==> src/rtl/ltf_pkg.sv <==
// Shared types and constants for the layered linear texture fetch core.
// No dependencies; every other file in rtl/ refers to this package by scoped names.
package ltf_pkg;

    // Item kind carried on the slave tuser bit
    localparam logic KIND_LOAD  = 1'b0;
    localparam logic KIND_FETCH = 1'b1;

    // Configuration register indexes
    typedef logic [1:0] t_cfg_idx;
    localparam t_cfg_idx CFG_ROW_WIDTH   = 2'd0;
    localparam t_cfg_idx CFG_LAYER_COUNT = 2'd1;
    localparam t_cfg_idx CFG_HW_MODE     = 2'd2;

    localparam int CFG_DATA_W      = 11;
    localparam int ROW_WIDTH_RST   = 1024;

    // Field widths fixed by the stream format
    localparam int TEXEL_W      = 32;
    localparam int LAYER_FLD_W  = 4;
    localparam int INDEX_FLD_W  = 10;
    localparam int LAYCNT_FLD_W = 5;
    localparam int S_TDATA_W    = 112;

    // Output queue that decouples the pipeline from the master side
    localparam int OFIFO_DEPTH = 8;
    localparam int OFIFO_PTR_W = 3;
    localparam int OFIFO_CNT_W = 4;

    // Control that travels with an item from the address stage
    typedef struct packed {
        logic fetch;
        logic write;
    } t_mem_ctl;

endpackage

==> src/rtl/ltf_lerp.sv <==
// Interpolation pipeline: difference, weight multiply, floor shift and add.
// Depends on ltf_pkg.
module ltf_lerp #(
    parameter int FRAC_BITS = 16,
    localparam int WW = FRAC_BITS + 1
) (
    input  logic                         i_clk,
    input  logic                         i_rst_n,
    input  ltf_pkg::t_mem_ctl            i_ctl,
    input  logic [WW-1:0]                i_weight,
    input  logic [ltf_pkg::TEXEL_W-1:0]  i_a,
    input  logic [ltf_pkg::TEXEL_W-1:0]  i_b,
    output logic                         o_valid,
    output logic [ltf_pkg::TEXEL_W-1:0]  o_result
);
    localparam int PW = FRAC_BITS + 35;

    // Stage alongside the memory read
    logic          r_m_vld;
    logic [WW-1:0] r_m_w;
    // Difference stage
    logic                        r_d_vld;
    logic [WW-1:0]               r_d_w;
    logic [ltf_pkg::TEXEL_W-1:0] r_d_a;
    logic signed [32:0]          r_d_diff;
    // Product stage
    logic                        r_p_vld;
    logic [ltf_pkg::TEXEL_W-1:0] r_p_a;
    logic signed [PW-1:0]        r_p_prod;

    always_ff @(posedge i_clk) begin
        if (!i_rst_n) begin
            r_m_vld <= 1'b0;
            r_d_vld <= 1'b0;
            r_p_vld <= 1'b0;
        end else begin
            r_m_vld <= i_ctl.fetch;
            r_d_vld <= r_m_vld;
            r_p_vld <= r_d_vld;
        end
    end

    always_ff @(posedge i_clk) begin
        r_m_w    <= i_weight;
        r_d_w    <= r_m_w;
        r_d_a    <= i_a;
        r_d_diff <= $signed({i_b[31], i_b}) - $signed({i_a[31], i_a});
        r_p_a    <= r_d_a;
        r_p_prod <= $signed({1'b0, r_d_w}) * r_d_diff;
    end

    // Arithmetic shift floors the product; the sum stays between a and b
    assign o_valid  = r_p_vld;
    assign o_result = r_p_a + ltf_pkg::TEXEL_W'(r_p_prod >>> FRAC_BITS);

endmodule

==> config.mk <==
export PLATFORM = sky130hd
export DESIGN_NAME = ltf_lerp
export DESIGN_NICKNAME = d
export VERILOG_FILES = /design/src/rtl/ltf_pkg.sv /design/src/rtl/ltf_lerp.sv
export SDC_FILE = /design/constraint.sdc
export NUM_CORES = 2
export LEC_CHECK = 0
export BUFFER_PORTS_ARGS = -buffer_cell sky130_fd_sc_hd__buf_2
export CORE_UTILIZATION = 41
export CTS_CLUSTER_SIZE = 24
export DETAILED_ROUTE_END_ITERATION = 6
export PLACE_DENSITY = 0.61
export SLEW_MARGIN = 25
export SYNTH_ARGS = -nofsm -noshare
export SYNTH_HDL_FRONTEND = slang
export SYNTH_SLANG_ARGS = --single-unit
==> constraint.sdc <==
create_clock -name i_clk -period 12.6 [get_ports i_clk]
set_input_delay 0.63 -clock i_clk [delete_from_list [all_inputs] [get_ports i_clk]]
set_output_delay 0.63 -clock i_clk [all_outputs]
set_load 0.02 [all_outputs]
==> summary.md <==
| Metric | Value |
|---|---|
| Gpl congestion | `~0.93` |
| Sequential-to-total area share from yosys stat | `between 10 and 15%` |
| MaxCap Viol Count | `0` |
| Clk_skew | `roughly 0.014 ns` |
| Wire length per cell | `17.25 um` |
| Status | `completed` |
| Syn Nets | `3446` |
| RSZ-0062 raised after global routing | `no` |
| Vias per inst | `approximately 5.0` |
| Maximum clock rate | `~0.13 GHz` |
| Setup WS post-layout | `slightly above 5 ns` |
| Worst-Skew Late Latency | `around 0.49 ns` |
| I/O Buffers | `116` |
| Yosys warning total | `0` |
| CTS tree | `built` |
| First-pass GRT wire length | `~100000 um` |
| Commonest cells after routing, fill and taps aside | `640 x inv_1, 516 x fa_1, 323 x and2_1, 282 x nand2_1, 173 x ha_1` |
| Initial Utilization | `approximately two fifths` |
| Cts repair resizes | `0` |
| Tcrit/Tclk final | `~60%` |
| Area of the mapped netlist | `24800 sq um` |
| Fin. max-slew vios | `0` |
| Dpl cell area | `between 20000 and 30000 sq um` |
| Initial antenna violation count | `1` |
| H-tree lvl count | `4` |
| Number of flops mapped to enable cells by yosys | `0` |
| Clock-pin slew on the worst setup and hold paths | `roughly 0.070 ns` |
| Worst r2r dst | `r_p_prod[36]` |
| Clock sink count | `166` |
| Setup CP Type | `reg2reg` |
| Worst Hold Class | `in2reg` |
| Commonest non-fill, non-tap cell in the layout | `inv_1` |
| Die area | `slightly above 60000 sq um` |
| WP data required | `about 13 ns` |
| Filler cell count | `approximately 5.7k` |
| CP startpoint kind | `flip-flop` |
| Worst-Margin Slew | `around 0.95 ns` |
| Routed via count | `around 18k` |
| Top FF cell, synth | `dfxtp_1` |
| Hold_buf cts | `0` |
| Post-synthesis mux area share | `0%` |
| Area leader, netlist | `fa_1` |
| HPWL Detailed | `roughly 47000 um` |
| CP endpoint kind | `flip-flop` |
| Top area cells in the synthesized netlist | `fa_1 42%, dfxtp_1 13%, inv_1 9.7%` |
| Compound-gate portion of the synthesized area | `6.402%` |
| CTS buffer count | `17` |
| Syn Inst Count | `about 2.7k` |
| Pre-CTS setup slack | `just over 5 ns` |
| CORE AREA | `59350 sq um` |
| Grt total ovfl | `0` |
| Largest net degree at the start of global routing | `34` |
| Post-route ant nets | `0` |
| Gr usage total | `a little over a fifth` |
| Synth top area share | `a little over two fifths` |
| Worst Reg-to-Reg Cells | `20` |
| # rows | `between 80 and 90` |
| Nets | `approximately 3.5k` |
| Setup TNS | `0 ns` |
| Drt pass-1 iters | `5` |
| Reg2Reg Setup Slack | `slightly above 5 ns` |
| Design Area, Final | `26730 sq um` |
| Cells on Worst Hold Path | `1` |
| Die height | `between 200 and 250 um` |
| CTS Root Cell | `clkbuf_16` |
| Clock tree buffer depth | `2` |
| Hold EP | `r_m_w[16]` |
| Postcts setup bufs | `0` |
| Simple-Gate Fraction of Synth Area | `15.20%` |
| Tmin final | `7.535 ns` |
| Hold Vio Cnt, Final | `0` |
| Hold WS | `between 0.2 and 0.25 ns` |
| Share of layout cells above drive strength 1 | `between 6 and 7%` |
| #FFs+latches synth | `~170` |
| Post-Synth Adder-Cell Area | `around 50%` |
| Mean post-synth cell area | `9.281 sq um` |
| Die W | `247.9 um` |
| Netlist cell types | `54` |
| Number of top-level pins | `118` |
| Area grow syn2layout | `7.764%` |
| Post-Synth XOR/XNOR Area | `under 10%` |
| Critical Path AT | `around 7.9 ns` |
| Vias in the first global route | `roughly 19k` |
| Hold wc startpoint | `i_weight[16]` |
| Final setup fails | `0` |
| Combinational family with the most area after synthesis | `adder cells` |
| Max-slew headroom | `between 30% and 40%` |
| DR iter-0 viols | `951` |
| Total length of routed wires | `60660 um` |
| DRC | `0` |
| Worst-path fanout max | `33` |
| Ys async rst share | `0%` |
| Worst flop-to-flop path startpoint | `r_d_w[9]` |
| ANT cells | `0` |
==> worst max-delay path by stage <==
stage                        start           end  slack (ns)  cells after the start
after floorplan           r_d_w[9]  r_p_prod[42]        6.53                     23
after global placement    r_d_w[9]  r_p_prod[47]        5.15                     20
after detailed placement  r_d_w[9]  r_p_prod[47]        5.12                     20
after CTS                 r_d_w[9]  r_p_prod[47]        5.08                     20
after global routing      r_d_w[9]  r_p_prod[47]        4.80                     20
final                     r_d_w[9]  r_p_prod[36]        5.07                     20
==> sequential cells by signal, indices dropped and copies added (netlist names) <==
signal / flops
r_d_diff: 33
r_d_a: 32
r_p_a: 32
r_p_prod: 32
r_d_w: 17
r_m_w: 17
o_valid: 1
r_d_vld: 1
r_m_vld: 1
==> synthesized netlist by cell type, types with 3 or more instances <==
cell type  instances
a31oi_1            5
or3_1              4
xor2_1            29
nor2_1            46
nand2_1          282
nand3_1           24
and2_1           323
o211ai_1           3
o41ai_1            3
a211o_1            3
o21bai_1          14
nand2b_1          10
o31ai_1            5
ha_1             173
o21a_1            11
a21o_1            31
a211oi_1           9
a21oi_1           78
o31a_1             6
xnor2_1           72
clkbuf_1          90
nand4_1           11
inv_1            640
fa_1             516
dfxtp_1          166
a22oi_1            3
nor2b_1           12
nor3_1            12
a31o_2             3
and3_1             7
o21ai_0           45
nor4_1             4
==> kinds of logic after synthesis <==
logic type	after synthesis
compound gates	246
xor+xnor	101
fa+ha+maj	689
buf+inv	730
flops	166
simple gates	740
==> metrics by stage <==
stage | instances | utilization [%]
global placement | 3484 | 44.01
finish | 3516 | 45.03
CTS | 3516 | 45.03
floorplan | 2672 | -
global route | 3516 | 45.03
detailed placement | 3484 | 44.01
==> cell type report <==
cell class | instances | area (sq um) | area share, %
inverters | 640 | 2402 | 8.989
clock inverters | 13 | 160.2 | 0.5993
multi-input cells | 1776 | 18740 | 70.11
repair buffers | 129 | 678.2 | 2.537
well taps | 773 | 967.2 | 3.619
clock buffers | 19 | 442.9 | 1.657
flip-flops and latches | 166 | 3338 | 12.49
==> critical path: stages (launching register included) <==
cell      delay (ns)
dfxtp_2         0.95
nand2_1         0.18
fa_1            0.57
inv_1           0.06
fa_1            0.49
fa_1            0.58
fa_1            0.43
fa_1            0.49
inv_1           0.05
fa_1            0.47
inv_1           0.04
ha_1            0.33
a21oi_1         0.31
nand3_1         0.26
a211oi_1        0.61
nor3_1          0.29
o31ai_1         0.45
o31a_1          0.29
o21ai_0         0.20
a21oi_1         0.23
xnor2_1         0.14
==> per-layer routing <==
metal	vias to the layer above	track usage (%)	part of all wire (%)	wire length, um
li1	8037	-	-	-
met1	9035	25.82	41	24880
met2	444	37.23	51	31230
met3	111	2.671	4.3	2592
met4	0	7.903	3.2	1957
met5	-	0	0	0
Power is left out: the tool's default activity adds up to more than one toggle a clock period on the data nets, which glitch-free logic cannot reach.
