### src/rtl/ltf_pkg.sv
// Shared types and constants for the layered linear texture fetch core.
// No dependencies; every other file in rtl/ refers to this package by scoped names.
package ltf_pkg;

    // Item kind carried on the slave tuser bit
    localparam logic KIND_LOAD  = 1'b0;
    localparam logic KIND_FETCH = 1'b1;

    // Configuration register indexes
    typedef logic [1:0] t_cfg_idx;
    localparam t_cfg_idx CFG_ROW_WIDTH   = 2'd0;
    localparam t_cfg_idx CFG_LAYER_COUNT = 2'd1;
    localparam t_cfg_idx CFG_HW_MODE     = 2'd2;

    localparam int CFG_DATA_W      = 11;
    localparam int ROW_WIDTH_RST   = 1024;

    // Field widths fixed by the stream format
    localparam int TEXEL_W      = 32;
    localparam int LAYER_FLD_W  = 4;
    localparam int INDEX_FLD_W  = 10;
    localparam int LAYCNT_FLD_W = 5;
    localparam int S_TDATA_W    = 112;

    // Output queue that decouples the pipeline from the master side
    localparam int OFIFO_DEPTH = 8;
    localparam int OFIFO_PTR_W = 3;
    localparam int OFIFO_CNT_W = 4;

    // Control that travels with an item from the address stage
    typedef struct packed {
        logic fetch;
        logic write;
    } t_mem_ctl;

endpackage

### src/rtl/ltf_addr.sv
// Address and weight stage: configuration registers, coordinate clamp and split,
// layer rounding, load range check. Depends on ltf_pkg.
module ltf_addr #(
    parameter int MAX_WIDTH  = 1024,
    parameter int MAX_LAYERS = 16,
    parameter int FRAC_BITS  = 16,
    localparam int IDX_W = $clog2(MAX_WIDTH),
    localparam int LAY_W = (MAX_LAYERS > 1) ? $clog2(MAX_LAYERS) : 1,
    localparam int WW    = FRAC_BITS + 1
) (
    input  logic                                i_clk,
    input  logic                                i_rst_n,
    input  logic                                i_cfg_we,
    input  ltf_pkg::t_cfg_idx                   i_cfg_index,
    input  logic [ltf_pkg::CFG_DATA_W-1:0]      i_cfg_data,
    input  logic                                i_accept,
    input  logic                                i_kind,
    input  logic [ltf_pkg::LAYER_FLD_W-1:0]     i_texel_layer,
    input  logic [ltf_pkg::INDEX_FLD_W-1:0]     i_texel_index,
    input  logic [ltf_pkg::TEXEL_W-1:0]         i_texel_value,
    input  logic [31:0]                         i_coord,
    input  logic [31:0]                         i_layer_coord,
    output ltf_pkg::t_mem_ctl                   o_ctl,
    output logic [LAY_W-1:0]                    o_layer,
    output logic [IDX_W-1:0]                    o_idx0,
    output logic [IDX_W-1:0]                    o_idx1,
    output logic [WW-1:0]                       o_weight,
    output logic [ltf_pkg::TEXEL_W-1:0]         o_wdata
);
    localparam int UW   = (IDX_W + FRAC_BITS > 31) ? IDX_W + FRAC_BITS : 31;
    localparam int LQW  = 33 - FRAC_BITS;
    localparam int LCW  = (LQW > LAY_W) ? LQW : LAY_W;
    localparam int RST_WM1 = ((ltf_pkg::ROW_WIDTH_RST > MAX_WIDTH) ?
                              MAX_WIDTH : ltf_pkg::ROW_WIDTH_RST) - 1;

    // Configuration held in its clamped form: last index and last layer
    logic [IDX_W-1:0] r_wm1, n_wm1;
    logic [LAY_W-1:0] r_lm1, n_lm1;
    logic             r_hw,  n_hw;

    logic [10:0] cfg_rw;
    logic [4:0]  cfg_lc;

    always_comb begin
        cfg_rw = i_cfg_data;
        cfg_lc = i_cfg_data[ltf_pkg::LAYCNT_FLD_W-1:0];
        n_wm1  = r_wm1;
        n_lm1  = r_lm1;
        n_hw   = r_hw;
        if (i_cfg_we) begin
            case (i_cfg_index)
                ltf_pkg::CFG_ROW_WIDTH: begin
                    if (cfg_rw == 11'd0) begin
                        n_wm1 = '0;
                    end else if (32'(cfg_rw) > 32'(MAX_WIDTH)) begin
                        n_wm1 = IDX_W'(MAX_WIDTH - 1);
                    end else begin
                        n_wm1 = IDX_W'(cfg_rw - 11'd1);
                    end
                end
                ltf_pkg::CFG_LAYER_COUNT: begin
                    if (cfg_lc == 5'd0) begin
                        n_lm1 = '0;
                    end else if (32'(cfg_lc) > 32'(MAX_LAYERS)) begin
                        n_lm1 = LAY_W'(MAX_LAYERS - 1);
                    end else begin
                        n_lm1 = LAY_W'(cfg_lc - 5'd1);
                    end
                end
                ltf_pkg::CFG_HW_MODE: begin
                    n_hw = i_cfg_data[0];
                end
                default: begin
                end
            endcase
        end
    end

    always_ff @(posedge i_clk) begin
        if (!i_rst_n) begin
            r_wm1 <= IDX_W'(RST_WM1);
            r_lm1 <= '0;
            r_hw  <= 1'b0;
        end else begin
            r_wm1 <= n_wm1;
            r_lm1 <= n_lm1;
            r_hw  <= n_hw;
        end
    end

    // Coordinate clamp to 0..(w-1) and split into index and fraction
    logic [UW-1:0]        upos, wmax, uc;
    logic [IDX_W-1:0]     j0, j1;
    logic [FRAC_BITS-1:0] fw;
    logic [FRAC_BITS+1:0] hw_sum;
    logic [WW-1:0]        weight;
    logic [32:0]          lv;
    logic [LQW-1:0]       lq;
    logic [LAY_W-1:0]     layer;
    logic                 load_ok;

    always_comb begin
        upos = UW'(i_coord[30:0]);
        wmax = UW'(r_wm1) << FRAC_BITS;
        if (i_coord[31]) begin
            uc = '0;
        end else if (upos > wmax) begin
            uc = wmax;
        end else begin
            uc = upos;
        end
        j0 = IDX_W'(uc >> FRAC_BITS);
        fw = uc[FRAC_BITS-1:0];
        j1 = (j0 < r_wm1) ? j0 + IDX_W'(1) : j0;

        // Round the fraction half up to 8 bits; may become exactly 1.0
        hw_sum = {1'b0, fw, 1'b0} + ((FRAC_BITS+2)'(1) << (FRAC_BITS - 8));
        if (r_hw) begin
            weight = WW'((hw_sum >> (FRAC_BITS - 7)) << (FRAC_BITS - 8));
        end else begin
            weight = {1'b0, fw};
        end

        // Layer: add one half, floor, clamp
        lv = {i_layer_coord[31], i_layer_coord} + (33'd1 << (FRAC_BITS - 1));
        lq = lv[32:FRAC_BITS];
        if (lv[32]) begin
            layer = '0;
        end else if (LCW'(lq) > LCW'(r_lm1)) begin
            layer = r_lm1;
        end else begin
            layer = LAY_W'(lq);
        end

        load_ok = (32'(i_texel_layer) < 32'(MAX_LAYERS)) &&
                  (32'(i_texel_index) < 32'(MAX_WIDTH));
    end

    always_ff @(posedge i_clk) begin
        if (!i_rst_n) begin
            o_ctl <= '0;
        end else begin
            o_ctl.fetch <= i_accept && (i_kind == ltf_pkg::KIND_FETCH);
            o_ctl.write <= i_accept && (i_kind == ltf_pkg::KIND_LOAD) && load_ok;
        end
    end

    always_ff @(posedge i_clk) begin
        if (i_kind == ltf_pkg::KIND_FETCH) begin
            o_layer <= layer;
            o_idx0  <= j0;
        end else begin
            o_layer <= LAY_W'(i_texel_layer);
            o_idx0  <= IDX_W'(i_texel_index);
        end
        o_idx1   <= j1;
        o_weight <= weight;
        o_wdata  <= i_texel_value;
    end

endmodule

### config.mk
export PLATFORM = sky130hd
export DESIGN_NAME = ltf_addr
export DESIGN_NICKNAME = d
export VERILOG_FILES = /design/src/rtl/ltf_pkg.sv /design/src/rtl/ltf_addr.sv
export SDC_FILE = /design/constraint.sdc
export NUM_CORES = 1
export LEC_CHECK = 0
export BUFFER_PORTS_ARGS = -buffer_cell sky130_fd_sc_hd__buf_2
export CELL_PAD_IN_SITES_DETAIL_PLACEMENT = 0
export CELL_PAD_IN_SITES_GLOBAL_PLACEMENT = 1
export CORE_MARGIN = 1.5
export CORE_UTILIZATION = 36
export DETAILED_ROUTE_END_ITERATION = 8
export PLACE_DENSITY_LB_ADDON = 0.2
export RECOVER_POWER = 25
export SETUP_SLACK_MARGIN = 0.4
export SKIP_LAST_GASP = 1
export SYNTH_ARGS = -nofsm -noshare
export SYNTH_HDL_FRONTEND = slang
export SYNTH_SLANG_ARGS = --single-unit
### constraint.sdc
create_clock -name i_clk -period 9.4 [get_ports i_clk]
set_clock_uncertainty 0.1 [all_clocks]
set_input_delay 1.41 -clock i_clk [delete_from_list [all_inputs] [get_ports i_clk]]
set_output_delay 1.41 -clock i_clk [all_outputs]
set_load 0.01 [all_outputs]
==> run_results.csv <==
group,metric,value,unit
global_routing,grt_max_degree,18,
cts,cts_htree_levels,3,
floorplan,pin_count,203,
logic_synthesis,synth_top_area_share,0.4239,
logic_synthesis,syn_inst,454,
place,port_buffers,187,
sta,max_clock_freq,183.5,MHz
sta,fin_tns_setup,0,ns
power,p_leak,0.002764,uW
setup_path,cpPeakStageDelay,0.66,ns
global_routing,grtUsageTotal,0.1789,
logic_synthesis,synth.distinct_cells,62,
logic_synthesis,netlist_area,0.004250,mm2
logic_synthesis,synth_area_per_cell,9.362,um2
logic_synthesis,ys_ff_latch,90,
route,drc_errors,0,
logic_synthesis,synthFlopType,"dfxtp_1",
cts,cts_resized,0,
sta,layout_min_cycle_time,5.450,ns
route,ant_nets,0,
route,vias,3972,
setup_path,end_kind,"flip-flop",
power,powerDensity,162.9,mW/mm2
outcome,status,"finished clean",
cts,cts_buffers,9,
cts,cts_sinks,90,
logic_synthesis,yosysSeqAreaShare,0.4239,
global_routing,grt-ovfl-total,0,
sta,period_share,0.5798,
cts,cts_post_setup_buffers_inserted,0,
final_layout,final_net_count,794,
global_routing,grt_pass1_wl,18170,um
setup_path,crit_slowest_cell,"nor2_2",
place,dp_hpwl,8865,um
floorplan,die_h,111.7,um
sta,setup_viol,0,
sta,max_slew_margin,0.2185,
final_layout,area_growth,31.73,%
floorplan,start_util,0.3706,
run,max_cap_viol_count,0,
setup_path,cp_cell_sequence,"buf_2 > ha_1 > and4b_1 > and2_1 > and4_1 > nor2_2 > nand2_1 > a21oi_1 > ha_1 > a21o_1 > a21o_1 > a221oi_1 > a21boi_1 > mux2_2",
cts,cts-root-buf,"clkbuf_16",
route,dr.pass1.iters,4,
sta,rsz0062_at_grt,"no",
final_layout,final_cells,787,
final_layout,drive_above_1_share,0.3447,
floorplan,fp.dieW,111.7,um
logic_synthesis,synthArstFlopShare,0,
min_path,hp-class,"flip-flop to flip-flop",
setup_path,critPathKind,"input port to flip-flop",
logic_synthesis,synth-edff-count,0,
final_layout,diodes,0,
sta,worst_pin_slew,1.170,ns
global_routing,grt_pass1_vias,3733,
final_layout,final_common_cell,"buf_2",
power,peakVddDrop,0.1404,mV
global_routing,antenna_found_initial,0,
setup_path,critPathBufInv,1,
route,wire_per_inst,13.89,um
floorplan,core_area,0.01147,mm2
cts,clkLatencyLatePin,0.34,ns
cts,cts_tree,"built",
logic_synthesis,ys_warn_count,0,
place,dp.cells,771,
cts,hold_buffers,0,
floorplan,die-area,0.01247,mm2
floorplan,num_rows,39,
logic_synthesis,syn_nets,609,
place,place.gp.congestion,0.8759,
setup_path,crit_family,"simple AND/OR/NAND/NOR gates",
sta,slew_viol_final,0,
route,drt_wl_total,10930,um
logic_synthesis,yosys.area.top_type,"dfxtp_1",
setup_path,cp.arrival,5.58,ns
setup_path,start_kind,"input port",
route,viasPerCell,5.047,
final_layout,mostFrequentLayoutCells,"179 x buf_2, 90 x dfxtp_1, 38 x nand2_1",
setup_path,required,9.53,ns
logic_synthesis,yosys-top-cells-area,"dfxtp_1 42%, ha_1 7.9%, a21oi_1 3.8%",
setup_path,critPathMaxFanout,16,
cts,clockBufferDepth,2,
cts,path_clk_slew,0.06,ns
sta,finalHoldViolCount,0,
route,drt_iter0_drc,134,
## worst paths after layout
check              startpoint        end  slack, ns  depth (start not counted)
setup / recovery  i_coord[24]  o_idx1[1]       3.95                         14
hold / removal       r_wm1[8]   r_wm1[8]       0.45                          2
setup reg to reg     r_wm1[3]  o_idx1[1]       4.67                         14
hold reg to reg      r_wm1[8]   r_wm1[8]       0.45                          2
## metal layers
layer / up-vias / wire (um) / part of all wire / track usage
met5: - / 0 / 0 / 0
met4: 0 / 159 / 0.015 / 0.06582
met3: 13 / 649 / 0.059 / 0.03157
met2: 146 / 5219 / 0.48 / 0.2976
met1: 1798 / 4903 / 0.45 / 0.2324
li1: 2015 / - / - / -
## area by class of cell
cell class              count  area [um2]
clock buffers              10       239.0
clock inverters             6       70.07
fillers                  1153        5868
inverters                  23       86.33
multi-input cells         328        2297
flip-flops and latches     90        1802
well taps                 143       178.9
repair buffers            187       925.9
## power by group
group | switching, uW | internal (uW)
Clock | 149 | 216
Sequential | 7.36 | 404
Combinational | 73.9 | 62.0
Total | 230 | 682
## state kept, by name, summed over array words and instances, names as in the netlist
name,count
r_lm1,4
o_idx0,10
r_hw,1
o_weight,17
o_ctl,2
o_idx1,10
o_layer,4
r_wm1,10
o_wdata,32
## cell families (layout without fill, tap and decap cells)
kind of cell    count (synthesis)  count (layout)  synth area share
mux                            17              17           0.04504
xor+xnor                       25              25           0.05152
flops                          90              90            0.4239
simple gates                  158             158            0.2052
buf+inv                        36             226           0.03562
compound gates                100             100            0.1569
fa+ha+maj                      28              28           0.08184
## through the flow
step | utilization | total power [uW] | setup WS [ns] | hold WS (ns) | cell area [um2]
6_report | 0.4883 | 912.1 | 3.950 | 0.4518 | 5599
4_1_cts | 0.4891 | 926.6 | 3.961 | 0.4509 | 5609
3_3_place_gp | 0.4622 | 554.4 | 3.669 | 0.4356 | 5300
3_5_place_dp | 0.4622 | 557.8 | 3.597 | 0.4273 | 5300
5_1_grt | 0.4883 | 958.6 | 3.688 | 0.5041 | 5599
2_1_floorplan | - | 491.7 | 4.449 | 0.3790 | 4250
## cell usage after synthesis, types with 4 or more instances
library cell  number
a21o_1             6
a21oi_1           32
and2_1            14
and3_1             7
and4_1             4
clkbuf_1           9
dfxtp_1           90
ha_1              27
inv_1             23
mux2_2            13
nand2_1           38
nand3_1           13
nand4_1           11
nor2_1            30
nor3_1             6
nor4_1             6
o211ai_1           6
o21ai_0           22
o221ai_1           7
xnor2_1            8
xor2_1            17
## worst reg2reg max path: stages, from the launching register on
cell and delay (ns):
dfxtp_1 0.41, inv_1 0.14, ha_1 0.28, and4_1 0.20, and2_1 0.20, and4_1 0.30
nor2_2 0.66, nand2_1 0.12, a21oi_1 0.32, ha_1 0.32, a21o_1 0.16, a21o_1 0.18
a221oi_1 0.34, a21boi_1 0.50, mux2_2 0.39
Power figures use the tool's default switching activity.
