### src/rtl/ltf_pkg.sv
// Shared types and constants for the layered linear texture fetch core.
// No dependencies; every other file in rtl/ refers to this package by scoped names.
package ltf_pkg;

    // Item kind carried on the slave tuser bit
    localparam logic KIND_LOAD  = 1'b0;
    localparam logic KIND_FETCH = 1'b1;

    // Configuration register indexes
    typedef logic [1:0] t_cfg_idx;
    localparam t_cfg_idx CFG_ROW_WIDTH   = 2'd0;
    localparam t_cfg_idx CFG_LAYER_COUNT = 2'd1;
    localparam t_cfg_idx CFG_HW_MODE     = 2'd2;

    localparam int CFG_DATA_W      = 11;
    localparam int ROW_WIDTH_RST   = 1024;

    // Field widths fixed by the stream format
    localparam int TEXEL_W      = 32;
    localparam int LAYER_FLD_W  = 4;
    localparam int INDEX_FLD_W  = 10;
    localparam int LAYCNT_FLD_W = 5;
    localparam int S_TDATA_W    = 112;

    // Output queue that decouples the pipeline from the master side
    localparam int OFIFO_DEPTH = 8;
    localparam int OFIFO_PTR_W = 3;
    localparam int OFIFO_CNT_W = 4;

    // Control that travels with an item from the address stage
    typedef struct packed {
        logic fetch;
        logic write;
    } t_mem_ctl;

endpackage

### src/rtl/ltf_out_fifo.sv
// Result queue between the interpolation pipeline and the master stream side.
// Depends on ltf_pkg.
module ltf_out_fifo (
    input  logic                         i_clk,
    input  logic                         i_rst_n,
    input  logic                         i_wr_en,
    input  logic [ltf_pkg::TEXEL_W-1:0]  i_wr_data,
    output logic                         o_tvalid,
    input  logic                         i_tready,
    output logic [ltf_pkg::TEXEL_W-1:0]  o_tdata
);
    logic [ltf_pkg::TEXEL_W-1:0]     r_mem [ltf_pkg::OFIFO_DEPTH];
    logic [ltf_pkg::OFIFO_PTR_W-1:0] r_wptr, r_rptr;
    logic [ltf_pkg::OFIFO_CNT_W-1:0] r_cnt, n_cnt;
    logic                            rd_en;

    assign o_tvalid = (r_cnt != '0);
    assign o_tdata  = r_mem[r_rptr];
    assign rd_en    = o_tvalid && i_tready;

    always_comb begin
        n_cnt = r_cnt;
        if (i_wr_en && !rd_en) begin
            n_cnt = r_cnt + ltf_pkg::OFIFO_CNT_W'(1);
        end else if (!i_wr_en && rd_en) begin
            n_cnt = r_cnt - ltf_pkg::OFIFO_CNT_W'(1);
        end
    end

    always_ff @(posedge i_clk) begin
        if (!i_rst_n) begin
            r_wptr <= '0;
            r_rptr <= '0;
            r_cnt  <= '0;
        end else begin
            r_cnt <= n_cnt;
            if (i_wr_en) begin
                r_wptr <= r_wptr + ltf_pkg::OFIFO_PTR_W'(1);
            end
            if (rd_en) begin
                r_rptr <= r_rptr + ltf_pkg::OFIFO_PTR_W'(1);
            end
        end
    end

    always_ff @(posedge i_clk) begin
        if (i_wr_en) begin
            r_mem[r_wptr] <= i_wr_data;
        end
    end

endmodule

### config.mk
export PLATFORM = sky130hd
export DESIGN_NAME = ltf_out_fifo
export DESIGN_NICKNAME = d
export VERILOG_FILES = /design/src/rtl/ltf_pkg.sv /design/src/rtl/ltf_out_fifo.sv
export SDC_FILE = /design/constraint.sdc
export NUM_CORES = 1
export LEC_CHECK = 0
export ABC_AREA = 1
export BUFFER_PORTS_ARGS = -buffer_cell sky130_fd_sc_hd__buf_4
export CORE_MARGIN = 2
export CORE_UTILIZATION = 54
export CTS_BUF_LIST = sky130_fd_sc_hd__clkbuf_4
export CTS_CLUSTER_DIAMETER = 200
export DETAILED_ROUTE_END_ITERATION = 7
export PLACE_DENSITY = 0.71
export RECOVER_POWER = 100
export SLEW_MARGIN = 15
export SYNTH_ARGS = -nofsm -noshare
export SYNTH_HDL_FRONTEND = slang
export SYNTH_SLANG_ARGS = --single-unit
### constraint.sdc
create_clock -name i_clk -period 3.2 [get_ports i_clk]
set_input_delay 0.16 -clock i_clk [delete_from_list [all_inputs] [get_ports i_clk]]
set_output_delay 0.16 -clock i_clk [all_outputs]
set_load 0.1 [all_outputs]
==> summary.txt, run 1 <==
Global route
  • Initial antenna violation count: 1
  • Overflow after GRT: 0
  • Total GRT Usage: 22.1%
  • First-pass GRT wire length: 36,900 µm
  • Vias in the first global route: 7,280
  • Largest net degree at the start of global routing: 129

Pwr
  • Sw Ratio: 39.3%
  • Sw Pwr: 3.97 mW
  • Clock power share: 26.8%
  • VDD IR max: 0.568 mV
  • P_int: 6.14 mW
  • Reg power frac: 39.8%
  • PD cells: 805 nW/µm²
  • P_leak: 4.72 nW
  • Gate power share: 33.3%
  • Design Power: 10.1 mW

Worst setup path
  • Critical path fanouts, max: 69
  • Setup CP Type: reg2out
  • Required time of the critical path: 3.04 ns
  • CP Capture Type: output port
  • CP startpoint kind: flip-flop
  • Critical path arrival: 2.71 ns

Die
  • Core Box Area: 19,600 µm²
  • Die area: 21,300 µm²
  • Row count: 51
  • Die Wd: 146 µm
  • Die Y: 146 µm
  • Ports: 69
  • Initial Utilization: 55.4%

Synthesis
  • Post-synthesis cell area: 10,900 µm²
  • Syn Nets: 981
  • Ys Warns: 0
  • Synth Area per Inst: 11.6 µm²
  • Register bit total from synthesis: 269
  • Cells after Synth: 939
  • Yosys cell types: 20
  • Post-synthesis sequential area ratio: 73.2%

Drt
  • Post-route ant nets: 0
  • Vias/cell: 5.17
  • Drt first-iter violations: 543
  • Post-DR wirelength/cell: 16.5 µm
  • Drt total wl: 22,900 µm
  • Router iterations before antenna repair: 5
  • Routed via count: 7,203
  • DR DRC count: 0

Finish
  • Post-route insts no fill: 1,393
  • Share of layout cells above drive strength 1: 14.4%
  • Footprint of the multi-input gates: 2550 µm²
  • # nets final: 1,128
  • # fillers: 1,592
  • P&R area growth vs syn: 15.7%
  • FF+latch area: 7950 µm²

STA
  • Final Hold Fails: 0
  • Fin Clk Skew: 0.0256 ns
  • Period Utilization, post-route: 89.7%
  • Slew Limit Fails: 45
  • Hold Slack: 0.372 ns
  • Finish-stage setup viols: 0
  • Slew @ Worst Pin: 1.65 ns
  • Achievable frequency: 348 MHz
  • RSZ-0062 raised after global routing: false
  • Fin Setup TNS: 0 ns
  • Slew headroom: -10.3%
  • Min Tclk post-route: 2.87 ns

Place
  • Placer Congestion: 0.746
  • Dpl cells: 1,244
  • Detailed placer's ending HPWL: 12,400 µm
  • Port Buf Inserts: 68

Status
  • Outcome: finished, violations left
  • Failing checks: max-capacitance violations, max-slew violations

Clock tree
  • CTS root buf: clkbuf_4
  • Clk_lat worst skew: 0.64 ns
  • CTS Buf Count: 68
  • Post-CTS Setup Bufs: 0
  • CTS tree: done
  • Clock sinks: 269
  • Clock-pin slew on the worst setup and hold paths: 0.07 ns
  • H-tree depth: 3
  • Longest Clk Path Bufs: 3
  • Hold-fix buffers, CTS: 37
  • Gates resized, CTS repair: 0

Min path
  • Worst Hold Class: in2reg

Flow run
  • Max-cap violations: 4
[layer usage]
| layer | track usage (%) | vias up | routed length, µm |
|---|---|---|---|
| li1 | - | 3540 | - |
| met1 | 29.3 | 3430 | 10100 |
| met2 | 35.6 | 199 | 11100 |
| met3 | 4.67 | 34 | 1270 |
| met4 | 9.36 | 0 | 459 |
| met5 | 0 | - | 0 |
[cell families after synthesis]
group                      after synthesis  share of synthesized area [%]
adders and majority gates                6                          0.761
and+or+nand+nor                        459                           16.0
AOI/OAI and AO/OA                      141                           6.50
buffers and inverters                   62                           3.39
xor gates and xnor gates                 2                          0.161
DFF                                    269                           73.2
[final cells by class]
class / count / area share, %
Antenna cell: 1 / 0.0199
Inverter: 14 / 0.419
Clock buffer: 105 / 6.28
Tap cell: 265 / 2.64
Timing Repair Buffer: 125 / 6.83
Multi-Input combinational cell: 608 / 20.3
Clock inverter: 6 / 0.179
Sequential cell: 269 / 63.3
[registers in the layout (all words and copies together) (netlist names), named ones only]
name	flops
r_cnt	4
r_mem	256
r_rptr	3
r_wptr	3
[critical path, cell delays in order (launching register included)]
cell      delay, ns
dfxtp_4        0.35
inv_2          0.47
buf_12         0.36
o21ai_0        0.15
nand2_1        0.09
nand2_1        0.05
nand2_1        0.13
clkbuf_2       0.46
[power groups by stage]
| stage | Sequential [mW] | Clock, mW | Combinational (mW) |
|---|---|---|---|
| after global placement | 4.09 | 0 | 3.42 |
| after global routing | 4.04 | 2.99 | 3.65 |
| after CTS | 4.02 | 2.80 | 3.51 |
| final | 4.03 | 2.71 | 3.37 |
| after detailed placement | 4.10 | 0 | 3.46 |
| after floorplan | 4.09 | 0 | 2.79 |
[metrics by stage]
| step | instance area (µm²) | worst slack [ns] | utilization [%] |
|---|---|---|---|
| 2_1_floorplan | 10900 | 0.386 | - |
| 3_3_place_gp | 11600 | 1.17 | 59.5 |
| 3_5_place_dp | 11600 | 1.11 | 59.5 |
| 4_1_cts | 12800 | 0.378 | 65.5 |
| 5_1_grt | 12600 | 0.135 | 64.1 |
| 6_report | 12600 | 0.330 | 64.1 |
[cells in the mapped netlist (all sizes together)]
| cell | number | share of area [%] |
|---|---|---|
| nand3 | 6 | 0.28 |
| dfxtp | 13 | 2.4 |
| nor2 | 272 | 9.4 |
| a21oi | 8 | 0.37 |
| inv | 14 | 0.48 |
| o21ai | 133 | 6.1 |
| buf | 35 | 2.4 |
| or2 | 2 | 0.12 |
| ha | 5 | 0.58 |
| edfxtp | 256 | 71 |
| fa | 1 | 0.18 |
| xor2 | 2 | 0.16 |
| clkbuf | 13 | 0.53 |
| nand2 | 179 | 6.2 |
[worst paths after layout]
check / start / end / slack [ns] / cells after the start
worst min register to register: r_rptr[1]$_SDFFE_PN0P_ / flip-flop / 0.48 / 2
worst max-delay path: flip-flop / o_tdata[15] / 0.33 / 7
worst min-delay path: i_rst_n / r_wptr[2]$_SDFFE_PN0P_ / 0.37 / 4
worst max register to register: r_wptr[2]$_SDFFE_PN0P_ / r_mem[1][11]$_DFFE_PP_ / 0.33 / 4
[cell usage in the layout, fill, tap and decap left out, drive strengths merged]
cell	n
fa	1
edfxtp	256
nand3	6
clkbuf	171
ha	5
xor2	2
a21oi	8
diode	1
dlygate4sd3	37
inv	14
or2	2
nor2	272
buf	22
clkinv	6
nand2	179
dfxtp	13
o21ai	133
Power figures use the tool's default switching activity.
==> inputs of run 2 (changes only) <==
ABC_AREA = default   (was 1)
RECOVER_POWER = 50   (was 100)
==> run 2 against run 1 <==
The run still ends with max-capacitance violations, max-slew violations left. Synthesized area shrank 4.2%. Final cell count fell by 35%. Register-to-register slack better by 0.26 ns. Critical path depth down 3.
==> summary.txt, run 2 <==
Status
  • Outcome: finished, violations left (unchanged)
  • Failing checks: max-capacitance violations, max-slew violations (unchanged)

Pwr
  • Clock power share: 29.0% (was 26.8%)
  • Gate power share: 30.6% (was 33.3%)
  • Reg power frac: 40.4% (was 39.8%)
  • P_leak: 4.13 nW (was 4.72 nW)
  • P_int: 6.69 mW (was 6.14 mW)
  • Sw Ratio: 34.2% (was 39.3%)
  • Design Power: 10.2 mW (was 10.1 mW)
  • Sw Pwr: 3.47 mW (was 3.97 mW)
  • VDD IR max: 0.599 mV (was 0.568 mV)
  • PD cells: 819 nW/µm² (was 805 nW/µm²)

Synthesis
  • Top_reg_cell synth: edfxtp_1 (unchanged)
  • Commonest cells post-synth: 256 x edfxtp_1, 40 x mux4_1, 32 x mux2_2, 24 x mux4_2, 13 x dfxtp_1 (was 272 x nor2_1, 256 x edfxtp_1, 179 x nand2_1, 107 x o21ai_0, 26 x o21ai_1)
  • Cells after Synth: 439 (was 939)
  • Area leader, netlist: edfxtp_1 (unchanged)
  • Post-synthesis sequential area ratio: 76.4% (was 73.2%)
  • Share of flip-flops with an asynchronous set or reset: 0% (unchanged)
  • Yosys cell types: 28 (was 20)
  • Mux cell area share after synthesis: 19.0% (was 0%)
  • Post-synthesis cell area: 10,400 µm² (was 10,900 µm²)
  • Post-synth EDFFs: 256 (unchanged)
  • Largest family of logic cells by synthesized area: multiplexers (was simple AND/OR/NAND/NOR gates)
  • Compound-Gate Fraction of Synth Area: 0.301% (was 6.50%)
  • Adder-Cell Fraction of Synth Area: 0.794% (was 0.761%)
  • Area fraction in and, or, nand and nor cells after synthesis: 1.64% (was 16.0%)
  • Syn Nets: 481 (was 981)
  • Synth Area per Inst: 23.7 µm² (was 11.6 µm²)
  • Most instantiated library cell after synthesis: edfxtp_1 (was nor2_1)
  • Yosys top cell area share: 73.9% (was 70.8%)
  • Synth Area in XOR/XNOR: 0.505% (was 0.161%)
  • Most area-consuming cells after synthesis: edfxtp_1 74%, mux4_1 10%, mux4_2 5.2% (was edfxtp_1 71%, nor2_1 9.4%, nand2_1 6.2%)
  • Ys Warns: 0 (unchanged)
  • Register bit total from synthesis: 269 (unchanged)

STA
  • Slew @ Worst Pin: 1.70 ns (was 1.65 ns)
  • RSZ-0062 raised after global routing: false (unchanged)
  • Fin Setup TNS: 0 ns (unchanged)
  • Period Utilization, post-route: 87.6% (was 89.7%)
  • Min Tclk post-route: 2.80 ns (was 2.87 ns)
  • Finish-stage setup viols: 0 (unchanged)
  • Achievable frequency: 357 MHz (was 348 MHz)
  • Final Hold Fails: 0 (unchanged)
  • Slew headroom: -13.2% (was -10.3%)
  • Fin Clk Skew: 0.0308 ns (was 0.0256 ns)
  • Slew Limit Fails: 23 (was 45)

Min path
  • Worst hold path cell count: 3 (was 4)
  • Worst Hold Class: in2reg (unchanged)
  • Min-delay src: i_rst_n (unchanged)

Finish
  • Max FFs per register: 256 (unchanged)
  • Commonest cells after routing, fill and taps aside: 256 x edfxtp_1, 99 x clkbuf_4, 46 x buf_4, 40 x mux4_1, 35 x dlygate4sd3_1 (was 269 x nor2_1, 256 x edfxtp_1, 179 x nand2_1, 107 x o21ai_0, 106 x clkbuf_4)
  • Share of layout cells above drive strength 1: 34.0% (was 14.4%)
  • # fillers: 1,272 (was 1,592)
  • Commonest non-fill, non-tap cell in the layout: edfxtp_1 (was nor2_1)
  • Post-route insts no fill: 911 (was 1,393)
  • Biggest regs: r_mem x256, r_cnt x4 (unchanged)
  • # nets final: 651 (was 1,128)
  • P&R area growth vs syn: 19.3% (was 15.7%)
  • Fin area: 12,400 µm² (was 12,600 µm²)
  • Largest Register: r_mem (unchanged)

Die
  • Ports: 69 (unchanged)
  • Core Box Area: 18,800 µm² (was 19,600 µm²)
  • Die Wd: 143 µm (was 146 µm)
  • Initial Utilization: 55.3% (was 55.4%)
  • Die Y: 143 µm (was 146 µm)
  • Die area: 20,400 µm² (was 21,300 µm²)
  • Row count: 50 (was 51)

Worst setup path
  • FF-to-FF End: r_cnt[3]$_SDFFE_PN0P_ (was r_mem[1][11]$_DFFE_PP_)
  • Setup CP Type: reg2out (unchanged)
  • CP cell instances: buf_12 > mux4_1 > mux2_2 > buf_4 (was inv_2 > buf_12 > o21ai_0 > nand2_1 > nand2_1 > nand2_1 > clkbuf_2)
  • Critical path fanouts, max: 42 (was 69)
  • R2R Setup Slk: 0.59 ns (was 0.33 ns)
  • Critical path arrival: 2.64 ns (was 2.71 ns)
  • CP max stage delay: 0.63 ns (was 0.47 ns)
  • Reg-to-reg startpoint: r_cnt[1]$_SDFFE_PN0P_ (was r_wptr[2]$_SDFFE_PN0P_)
  • CP Capture Type: output port (unchanged)
  • CP startpoint kind: flip-flop (unchanged)
  • Required time of the critical path: 3.04 ns (about the same)
  • R2R depth: 9 (was 4)
  • Worst path slowest cell: mux4_1 (was inv_2)
  • Critical Path Sink: o_tdata[19] (was o_tdata[15])

Clock tree
  • Clk_lat worst skew: 0.67 ns (was 0.64 ns)
  • Clock sinks: 269 (unchanged)
  • Hold-fix buffers, CTS: 35 (was 37)
  • H-tree depth: 3 (unchanged)
  • CTS tree: done (unchanged)
  • CTS root buf: clkbuf_4 (unchanged)
  • Longest Clk Path Bufs: 3 (unchanged)
  • Gates resized, CTS repair: 0 (unchanged)
  • Clock-pin slew on the worst setup and hold paths: 0.06 ns (was 0.07 ns)
  • Post-CTS Setup Bufs: 0 (unchanged)
  • CTS Buf Count: 70 (was 68)

Drt
  • DR DRC count: 0 (unchanged)
  • Router iterations before antenna repair: 4 (was 5)
  • Post-route ant nets: 0 (unchanged)
  • Drt total wl: 19,400 µm (was 22,900 µm)
  • Drt first-iter violations: 196 (was 543)
  • Post-DR wirelength/cell: 21.3 µm (was 16.5 µm)
  • Routed via count: 5,043 (was 7,203)
  • Vias/cell: 5.54 (was 5.17)

Flow run
  • Max-cap violations: 1 (was 4)

Place
  • Port Buf Inserts: 68 (unchanged)
  • Post-DP Area: 11,300 µm² (was 11,600 µm²)
  • Placer Congestion: 0.685 (was 0.746)
  • Dpl cells: 762 (was 1,244)
  • Detailed placer's ending HPWL: 10,300 µm (was 12,400 µm)

Global route
  • Vias in the first global route: 5,589 (was 7,280)
  • Largest net degree at the start of global routing: 43 (was 129)
  • Initial antenna violation count: 1 (unchanged)
  • Met1 GRT Util: 24.9% (was 29.3%)
  • GR Util met3: 5.40% (was 4.67%)
  • First-pass GRT wire length: 30,100 µm (was 36,900 µm)
  • Grt peak-use layer: met2 (unchanged)
  • Total GRT Usage: 20.2% (was 22.1%)
  • Overflow after GRT: 0 (unchanged)
  • Met2 usage: 34.5% (was 35.6%)
## run 2: power by group through the flow
stage	clock (mW)	combinational [mW]	sequential, mW
2_1_floorplan	0	2.61	4.10
3_3_place_gp	0	3.07	4.17
3_5_place_dp	0	3.13	4.19
4_1_cts	3.03	3.17	4.11
5_1_grt	3.23	3.24	4.12
6_report	2.95	3.11	4.11
## run 2: cell families (layout without fill, tap and decap cells)
family / after synthesis / count (layout)
flip-flops: 269 / 269
multiplexers: 99 / 99
AND/OR/NAND/NOR: 33 / 33
buffers and inverters: 21 / 232
adder cells (fa/ha/maj): 6 / 6
XOR/XNOR: 6 / 6
AO/OA/AOI/OAI: 5 / 5
other: 0 / 1
## run 2: critical path, delay by kind of cell, from the launching register on
| family | cells | cell delay (ns) |
|---|---|---|
| mux | 2 | 0.91 |
| buf+inv | 2 | 0.55 |
| flops | 1 | 0.48 |
## run 2: how the worst min path moves through the flow
| stage | end |
|---|---|
| after floorplan | r_mem[0][0]$_DFFE_PP_ |
| after global placement | r_mem[6][16]$_DFFE_PP_ |
| after detailed placement | r_mem[7][29]$_DFFE_PP_ |
| after CTS | r_mem[2][3]$_DFFE_PP_ |
| after global routing | r_cnt[0]$_SDFFE_PN0P_ |
| final | r_cnt[0]$_SDFFE_PN0P_ |
## run 2: cell type report
cell class | count | area, µm² | share of cell area [%]
timing repair buffer | 118 | 883 | 7.12
inverter | 1 | 3.75 | 0.0303
tap | 260 | 325 | 2.62
clock buffer | 99 | 743 | 5.99
antenna | 1 | 2.50 | 0.0202
multi-input combinational | 149 | 2360 | 19.0
sequential | 269 | 7950 | 64.1
clock inverter | 14 | 136 | 1.10
## run 2: routing by layer
metal	up-vias	routed length, µm	part of all wire (%)
li1	2259	-	-
met1	2646	8210	42
met2	102	10100	52
met3	36	714	3.7
met4	0	313	1.6
met5	-	0	0
## run 2: stage by stage
stage          hold slack [ns]  util [%]  setup slack, ns
3_5_place_dp             0.397      60.1            0.718
4_1_cts                  0.206      66.6            0.312
5_1_grt                  0.330      65.9            0.256
2_1_floorplan            0.259         -           0.0370
3_3_place_gp             0.387      60.1            0.883
6_report                 0.359      65.9            0.398
